$ cat config.mk
export PLATFORM = sky130hd
export DESIGN_NAME = sicp_queue
export DESIGN_NICKNAME = d
export VERILOG_FILES = /design/src/rtl/sicp_pkg.sv /design/src/rtl/sicp_queue.sv
export VERILOG_INCLUDE_DIRS = /design/src /design/src/rtl
export SDC_FILE = /design/constraint.sdc
export NUM_CORES = 1
export LEC_CHECK = 0
export BUFFER_PORTS_ARGS = -buffer_cell sky130_fd_sc_hd__clkbuf_2
export CORE_AREA = 2 2 109 111
export DETAILED_ROUTE_END_ITERATION = 10
export DIE_AREA = 0 0 111 113
export GPL_TIMING_DRIVEN = 0
export PLACE_DENSITY_LB_ADDON = 0.08
export SETUP_SLACK_MARGIN = 0.2
export SYNTH_ARGS = -nofsm -noshare
export SYNTH_HDL_FRONTEND = slang
export SYNTH_SLANG_ARGS = --single-unit
$ cat constraint.sdc
create_clock -name clock -period 4.25 [get_ports clock]
set_clock_uncertainty 0.2 [all_clocks]
set_input_delay 0.2125 -clock clock [delete_from_list [all_inputs] [get_ports clock]]
set_output_delay 0.2125 -clock clock [all_outputs]
set_load 0.02 [all_outputs]
$ cat src/rtl/segment_intersection_cross_product_top_defines.svh
// ----------------------------------------------------------------------------
// Segment intersection assertion macros
// Shared concurrent assertion forms used by the segment intersection RTL.
// ----------------------------------------------------------------------------
`ifndef SEGMENT_INTERSECTION_CROSS_PRODUCT_TOP_DEFINES_SVH
`define SEGMENT_INTERSECTION_CROSS_PRODUCT_TOP_DEFINES_SVH

// Same-cycle implication under synchronous reset
`define SICP_ASSERT_IMPL(lbl, clk, rst, ante, cons, msg) \
   lbl: assert property (@(posedge clk) disable iff (rst) (ante) |-> (cons)) \
      else $error(msg);

// Implication after a fixed number of cycles
`define SICP_ASSERT_DELAY(lbl, clk, rst, ante, n, cons, msg) \
   lbl: assert property (@(posedge clk) disable iff (rst) (ante) |-> ##n (cons)) \
      else $error(msg);

`endif

$ cat src/rtl/sicp_pkg.sv
// ----------------------------------------------------------------------------
// Segment intersection package
// Shared constants, codes and job control types.
// ----------------------------------------------------------------------------
`default_nettype none

package sicp_pkg;

   localparam int COORD_BITS_DEF = 16;
   localparam int FRAC_BITS_DEF  = 16;
   localparam int OUT_BITS       = 32;
   localparam int AREA_EPS_BITS  = 34;
   localparam int FRAC_EPS_BITS  = 16;
   localparam int CSR_DATA_BITS  = 34;
   localparam int CSR_INDEX_BITS = 1;
   localparam int QUEUE_DEPTH    = 8;
   localparam int FRONT_STAGES   = 3;

   // register indexes
   localparam logic [CSR_INDEX_BITS-1:0] CSR_AREA_EPS = 1'b0;
   localparam logic [CSR_INDEX_BITS-1:0] CSR_FRAC_EPS = 1'b1;

   // hit counts
   localparam logic [1:0] HIT_NONE = 2'd0;
   localparam logic [1:0] HIT_ONE  = 2'd1;
   localparam logic [1:0] HIT_TWO  = 2'd2;

   typedef enum logic [1:0] {
      KIND_NONE     = 2'd0,
      KIND_CROSS    = 2'd1,
      KIND_PARALLEL = 2'd2
   } job_kind_type;

   typedef struct packed {
      job_kind_type kind;
      logic         t2_neg;
   } job_ctl_type;

endpackage

`default_nettype wire

$ cat src/rtl/sicp_queue.sv
// ----------------------------------------------------------------------------
// Segment intersection job queue
// Small FIFO between front end and back end, drained one beat per cycle.
// ----------------------------------------------------------------------------
`default_nettype none
`include "segment_intersection_cross_product_top_defines.svh"

module sicp_queue import sicp_pkg::*; #(
   parameter int WIDTH = 8,
   parameter int DEPTH = QUEUE_DEPTH
) (
   input  wire logic                       clock,
   input  wire logic                       reset,
   input  wire logic                       push_valid,
   input  wire logic [WIDTH-1:0]           push_data,
   output logic                            pop_valid,
   output logic [WIDTH-1:0]                pop_data,
   output logic [$clog2(DEPTH+1)-1:0]      level
);

   localparam int AW = $clog2(DEPTH);
   localparam int CW = $clog2(DEPTH+1);

   logic [WIDTH-1:0] mem [0:DEPTH-1];
   logic [AW-1:0]    wr_ptr_ff, rd_ptr_ff;
   logic [CW-1:0]    count_ff;
   logic             pop_valid_ff;
   logic [WIDTH-1:0] pop_data_ff;
   logic             take;

   assign take = (count_ff != '0);

   // advance pointers and occupancy
   always_ff @(posedge clock) begin
      if (reset) begin
         wr_ptr_ff    <= '0;
         rd_ptr_ff    <= '0;
         count_ff     <= '0;
         pop_valid_ff <= 1'b0;
      end else begin
         if (push_valid) begin
            wr_ptr_ff <= (wr_ptr_ff == AW'(DEPTH-1)) ? '0 : wr_ptr_ff + AW'(1);
         end
         if (take) begin
            rd_ptr_ff <= (rd_ptr_ff == AW'(DEPTH-1)) ? '0 : rd_ptr_ff + AW'(1);
         end
         count_ff     <= count_ff + CW'(push_valid) - CW'(take);
         pop_valid_ff <= take;
      end
   end

   // storage write and registered read
   always_ff @(posedge clock) begin
      if (push_valid) begin
         mem[wr_ptr_ff] <= push_data;
      end
      if (take) begin
         pop_data_ff <= mem[rd_ptr_ff];
      end
   end

   assign pop_valid = pop_valid_ff;
   assign pop_data  = pop_data_ff;
   assign level     = count_ff;

   `SICP_ASSERT_IMPL(a_queue_no_overflow, clock, reset, push_valid, count_ff != CW'(DEPTH), "job queue overflow")

endmodule

`default_nettype wire

==> results.sh, run 1 <==
export IMPL_post_cts_buffers=0
export IMPL_diodes=0
export IMPL_grt_pass1_wl_um=10000
export IMPL_port_buffer_count=23
export IMPL_criticalPathCategory="reg -> reg"
export IMPL_grt_max_degree=16
export IMPL_yosysWarnings=0
export IMPL_worst_pin_slew_ns=1.04
export IMPL_vdd_ir_drop_max_mv=0.193
export IMPL_rr_startpoint="level[2]"
export IMPL_wl_per_cell_um=18.0
export IMPL_seq_area_frac_synth_pct=71.7
export IMPL_cts_buffers=9
export IMPL_path_max_fanout=9
export IMPL_relSlewSlack_pct=30.5
export IMPL_syn_nets=192
export IMPL_fmaxAchievable_ghz=0.307
export IMPL_crit_start="level[2]"
export IMPL_setup_viol=0
export IMPL_start_util_pct=29.5
export IMPL_core_area_mm2=0.0113
export IMPL_drive_gt1_share_pct=24.3
export IMPL_cts_tree="built"
export IMPL_layout_nets=234
export IMPL_p_leak_nw=1.40
export IMPL_grt_setup_unrepaired="false"
export IMPL_die_area_mm2=0.0125
export IMPL_via_count=1654
export IMPL_syn_inst=171
export IMPL_post_route_min_period_ns=3.26
export IMPL_slew_viol_final=0
export IMPL_drt_iter0_drc=101
export IMPL_cp_arrival_ns=3.26
export IMPL_globalRouteTotalUtil_pct=11.0
export IMPL_rows=39
export IMPL_overflow=0
export IMPL_avgSynthCellArea_um2=19.4
export IMPL_vias_per_cell=4.58
export IMPL_ff2ff_path_depth=10
export IMPL_clock_sinks=83
export IMPL_h_tree_depth=3
export IMPL_worstSkewPairLatency_ns=0.33
export IMPL_antenna_found_initial=0
export IMPL_die_w_um=111
export IMPL_final_area_mm2=0.00399
export IMPL_cap_violations=0
export IMPL_hold_violations=0
export IMPL_drtAntennaViolNets=0
export IMPL_path_clk_slew_ns=0.06
export IMPL_die_y_um=113
export IMPL_syn_area_mm2=0.00332
export IMPL_root_buffer="clkbuf_16"
export IMPL_clockBufferDepth=2
export IMPL_synth_seq_cells=83
export IMPL_ctsResizeCount=0
export IMPL_min_path_type="in -> reg"
export IMPL_num_io_pins=24
export IMPL_setup_worst_path_end="level[2]"
export IMPL_route_detailed_drc=0
export IMPL_status="completed"
export IMPL_r2r_end="level[2]"
export IMPL_synth_cell_types=27
export IMPL_cp_required_ns=4.25
export IMPL_postPlaceCellArea_mm2=0.00363
export IMPL_post_dp_hpwl_um=4160
export IMPL_reg2reg_slack_ns=0.99
export IMPL_crit_path_end_kind="flip-flop"
export IMPL_finalCritPeriodShare_pct=76.7
export IMPL_drt_pass1_iterations=4
export IMPL_setup_tns_ns=0
export IMPL_grt_pass1_vias=1740
export IMPL_routabilityCongestion=0.752
export IMPL_area_delta_synth_final_pct=19.9
export IMPL_startpoint_type="flip-flop"
export IMPL_finalWirelength_um=6500
export IMPL_powerDensity_mw_per_mm2=583
[timing repair]
action,4_1_cts,5_1_grt
hold buffers,8,0
endpoints found under the hold margin,64,0
setup endpoints to repair,0,0
[cell type report]
class / count / area (um^2)
fillers: 1048 / 7280
flip-flops and latches: 83 / 2380
multi-input cells: 75 / 878
clock buffers: 9 / 225
repair buffers: 31 / 195
well taps: 143 / 179
clock inverters: 7 / 53.8
plain buffers: 6 / 47.5
inverters: 7 / 26.3
[critical path, stage by stage (launching register included)]
cell     delay (ns)
dfxtp_1        0.31
inv_1          0.08
ha_1           0.14
nor3b_1        0.65
inv_1          0.48
ha_1           0.42
inv_1          0.04
ha_1           0.21
fa_1           0.40
xnor2_1        0.15
nor2_1         0.06
[Yosys cell counts]
cell type	number	area share (%)
a31o_2	1	0.26
mux4_1	16	13
nor2b_1	3	0.56
edfxtp_1	72	65
xnor2_1	1	0.26
o21ai_0	1	0.15
nor3_1	2	0.30
buf_6	1	0.34
or3_1	1	0.19
ha_1	9	3.4
nor2_1	11	1.2
clkbuf_1	2	0.23
fa_1	1	0.60
nand3b_1	1	0.23
or3b_2	1	0.26
nand2_1	4	0.45
dfxtp_1	11	6.6
nand3_1	1	0.15
buf_1	1	0.11
inv_1	7	0.79
buf_12	1	0.60
buf_2	1	0.15
mux2i_1	2	0.60
mux2_2	8	2.7
nand2b_1	6	1.1
a21oi_1	5	0.75
nor3b_1	1	0.23
[cells by family after synthesis]
group	Yosys count	share of synthesized area, %
flops	83	71.7
simple gates	31	4.74
mux	26	16.0
buf+inv	13	2.22
fa+ha+maj	10	3.99
compound gates	7	1.17
xor+xnor	1	0.264
[worst min path at each step]
| stage | start | endpoint | slack, ns | depth (start not counted) |
|---|---|---|---|---|
| after global routing | push_valid | wr_ptr_ff[2] | 0.04 | 3 |
| after detailed placement | push_data[7] | mem[0][7] | 0.30 | 1 |
| final | push_valid | wr_ptr_ff[2] | 0.04 | 3 |
| after global placement | push_data[6] | mem[5][6] | 0.28 | 1 |
| after CTS | push_valid | wr_ptr_ff[1] | 0.02 | 3 |
| after floorplan | push_data[0] | mem[0][0] | 0.11 | 0 |
[layout by cell type (no fill, tap or decap), types with 2 or more instances in the layout]
cell	n
dfxtp_1	11
clkbuf_2	23
ha_1	9
inv_1	7
mux2i_1	2
clkinv_4	3
nand2b_1	6
mux2_2	8
dlygate4sd3_1	8
nand2_1	4
edfxtp_1	72
nor2_1	11
nor2b_1	3
a21oi_1	5
mux4_1	16
clkbuf_16	9
clkbuf_1	2
nor3_2	2
[through the flow]
| stage | utilization, % | instances | hold WS [ns] | total power [mW] | setup WS, ns |
|---|---|---|---|---|---|
| detailed placement | 32.2 | 337 | 0.298 | 1.63 | 0.916 |
| floorplan | - | 171 | 0.111 | 1.44 | 1.46 |
| global route | 35.4 | 361 | 0.0410 | 2.45 | 0.663 |
| finish | 35.4 | 361 | 0.0385 | 2.32 | 0.991 |
| global placement | 32.1 | 337 | 0.276 | 1.59 | 1.07 |
| CTS | 35.4 | 361 | 0.0250 | 2.36 | 0.901 |
[routing by layer]
layer / GRT usage (%) / vias up / routed length, um / share of wire, %
met5: 0 / - / 0 / 0
met4: 4.75 / 0 / 93 / 1.4
met3: 2.30 / 8 / 136 / 2.1
met2: 18.2 / 21 / 3190 / 49
met1: 14.1 / 854 / 3070 / 47
li1: - / 771 / - / -
[where the power goes]
| part | total, mW | switching, mW | internal (mW) |
|---|---|---|---|
| clock | 0.718 | 0.319 | 0.400 |
| combinational | 0.579 | 0.328 | 0.250 |
| sequential | 1.03 | 0.0327 | 0.993 |
[registers in the layout, indices dropped and copies added, names as in the netlist]
signal / flops
mem: 64
pop_data: 8
level: 4
rd_ptr_ff: 3
wr_ptr_ff: 3
pop_valid: 1
No activity file was read; power rests on OpenSTA's default activity.
==> run 2, diff against run 1 <==
==> constraint.sdc (replaced) <==
create_clock -name clock -period 3.28 [get_ports clock]
set_clock_uncertainty 0.2 [all_clocks]
set_input_delay 0.164 -clock clock [delete_from_list [all_inputs] [get_ports clock]]
set_output_delay 0.164 -clock clock [all_outputs]
set_load 0.02 [all_outputs]
==> run 2 against run 1 <==
  * Setup slack worse by 0.42 ns
  * Register-to-register slack lost 0.42 ns
  * Non-clock buffer count rose by 4
  * Critical path depth stayed put
  * Die area unchanged
  * Sequential cell count is the same
==> results.sh, run 2 (synthesized netlist as in run 1, its figures left out) <==
export IMPL_grt_max_degree=16
export IMPL_hold_depth=2
export IMPL_status="completed"
export IMPL_hold_violations=0
export IMPL_cts_buffers=9
export IMPL_grt_setup_unrepaired="false"
export IMPL_overflow=0
export IMPL_routabilityCongestion=0.752
export IMPL_diodes=0
export IMPL_setup_viol=0
export IMPL_min_path_type="reg -> reg"
export IMPL_slew_viol_final=0
export IMPL_top_register="mem"
export IMPL_worst_pin_slew_ns=1.03
export IMPL_place_ws_ns=-0.0537
export IMPL_clock_sinks=83
export IMPL_post_dp_hpwl_um=4160
export IMPL_drive_gt1_share_pct=25.7
export IMPL_num_io_pins=24
export IMPL_final_common_cell="edfxtp_1"
export IMPL_final_area_mm2=0.00403
export IMPL_h_tree_depth=3
export IMPL_vias_per_cell=4.58
export IMPL_cp_arrival_ns=2.71
export IMPL_vdd_ir_drop_max_mv=0.249
export IMPL_worstSkewPairLatency_ns=0.33
export IMPL_post_route_min_period_ns=2.71
export IMPL_area_delta_synth_final_pct=21.3
export IMPL_rows=39
export IMPL_drtAntennaViolNets=0
export IMPL_fin_hold_ws_ns=0.388
export IMPL_crit_path_end_kind="flip-flop"
export IMPL_fmaxAchievable_ghz=0.369
export IMPL_startpoint_type="flip-flop"
export IMPL_core_area_mm2=0.0113
export IMPL_die_w_um=111
export IMPL_worst_slack_ns=0.572
export IMPL_cp_required_ns=3.28
export IMPL_port_buffer_count=23
export IMPL_drt_iter0_drc=70
export IMPL_relSlewSlack_pct=30.9
export IMPL_die_y_um=113
export IMPL_layout_nets=238
export IMPL_largest_reg_flops=64
export IMPL_p_leak_nw=1.42
export IMPL_die_area_mm2=0.0125
export IMPL_root_buffer="clkbuf_16"
export IMPL_path_clk_slew_ns=0.06
export IMPL_antenna_found_initial=0
export IMPL_grt_pass1_wl_um=10100
export IMPL_grt_pass1_vias=1747
export IMPL_route_detailed_drc=0
export IMPL_drt_pass1_iterations=6
export IMPL_cap_violations=0
export IMPL_finalCritPeriodShare_pct=82.6
export IMPL_mostFrequentLayoutCells="edfxtp_1, clkbuf_2, mux4_1, nor2_1, dfxtp_1"
export IMPL_dp_cells=337
export IMPL_ff2ff_path_depth=10
export IMPL_final_cells=365
export IMPL_cts_tree="built"
export IMPL_finalWirelength_um=6510
export IMPL_via_count=1673
export IMPL_postPlaceCellArea_mm2=0.00363
export IMPL_clockBufferDepth=2
export IMPL_wl_per_cell_um=17.8
export IMPL_criticalPathCategory="reg -> reg"
export IMPL_start_util_pct=29.5
export IMPL_setup_tns_ns=0
export IMPL_path_max_fanout=7
export IMPL_powerDensity_mw_per_mm2=754
export IMPL_globalRouteTotalUtil_pct=11.0
run 2: cell count changes in the layout (fill, tap and decap cells not counted), sizes merged:
cell,delta
clkinvlp,+1
dlygate4sd3,+2
inv,-1
buf,+2
run 2: report_power, final:
group          leakage, nW  internal [mW]  switching, mW
registers            0.753           1.29         0.0437
logic                0.527          0.349          0.431
clock network        0.135          0.518          0.412
total                 1.42           2.15          0.888
run 2: final timing paths:
kind	start	end	slack (ns)
worst min register to register	wr_ptr_ff[1]	wr_ptr_ff[1]	0.39
worst min-delay path	wr_ptr_ff[1]	wr_ptr_ff[1]	0.39
worst max-delay path	level[2]	level[2]	0.57
worst max register to register	level[2]	level[2]	0.57
run 2: metrics by stage:
step / util, % / power [mW]
2_1_floorplan: - / 1.87
3_3_place_gp: 32.1 / 2.07
3_5_place_dp: 32.2 / 2.11
4_1_cts: 35.6 / 3.06
5_1_grt: 35.8 / 3.21
6_report: 35.8 / 3.04
run 2: critical path, stage by stage (launching register included):
cell and delay (ns):
dfxtp_1 0.31, inv_1 0.08, ha_1 0.14, nor3b_2 0.46, clkinvlp_4 0.23, ha_1 0.31
inv_1 0.04, ha_1 0.20, fa_1 0.40, xnor2_1 0.15, nor2_1 0.06
run 2: final cells by class:
class | count | area (um^2)
fill | 1047 | 7240
sequential | 83 | 2380
multi-input combinational | 75 | 883
timing repair buffer | 35 | 230
clock buffer | 9 | 225
tap | 143 | 179
clock inverter | 7 | 53.8
buffer | 6 | 47.5
inverter | 7 | 30.0
run 2: per-layer routing:
metal / share of wire [%] / global-route usage [%]
met2: 49 / 18.2
met5: 0 / 0
met1: 47 / 14.2
met4: 1.3 / 4.75
met3: 2.6 / 2.30
run 2: timing repair:
| action | 4_1_cts | 5_1_grt |
|---|---|---|
| setup endpoints to repair | 3 | 1 |
| pin swaps | 0 | 0 |
| hold buffers | 10 | 0 |
| hold endpoints to repair | 67 | 0 |
| buffers inserted | 0 | 2 |
| gates resized for setup | 1 | 1 |
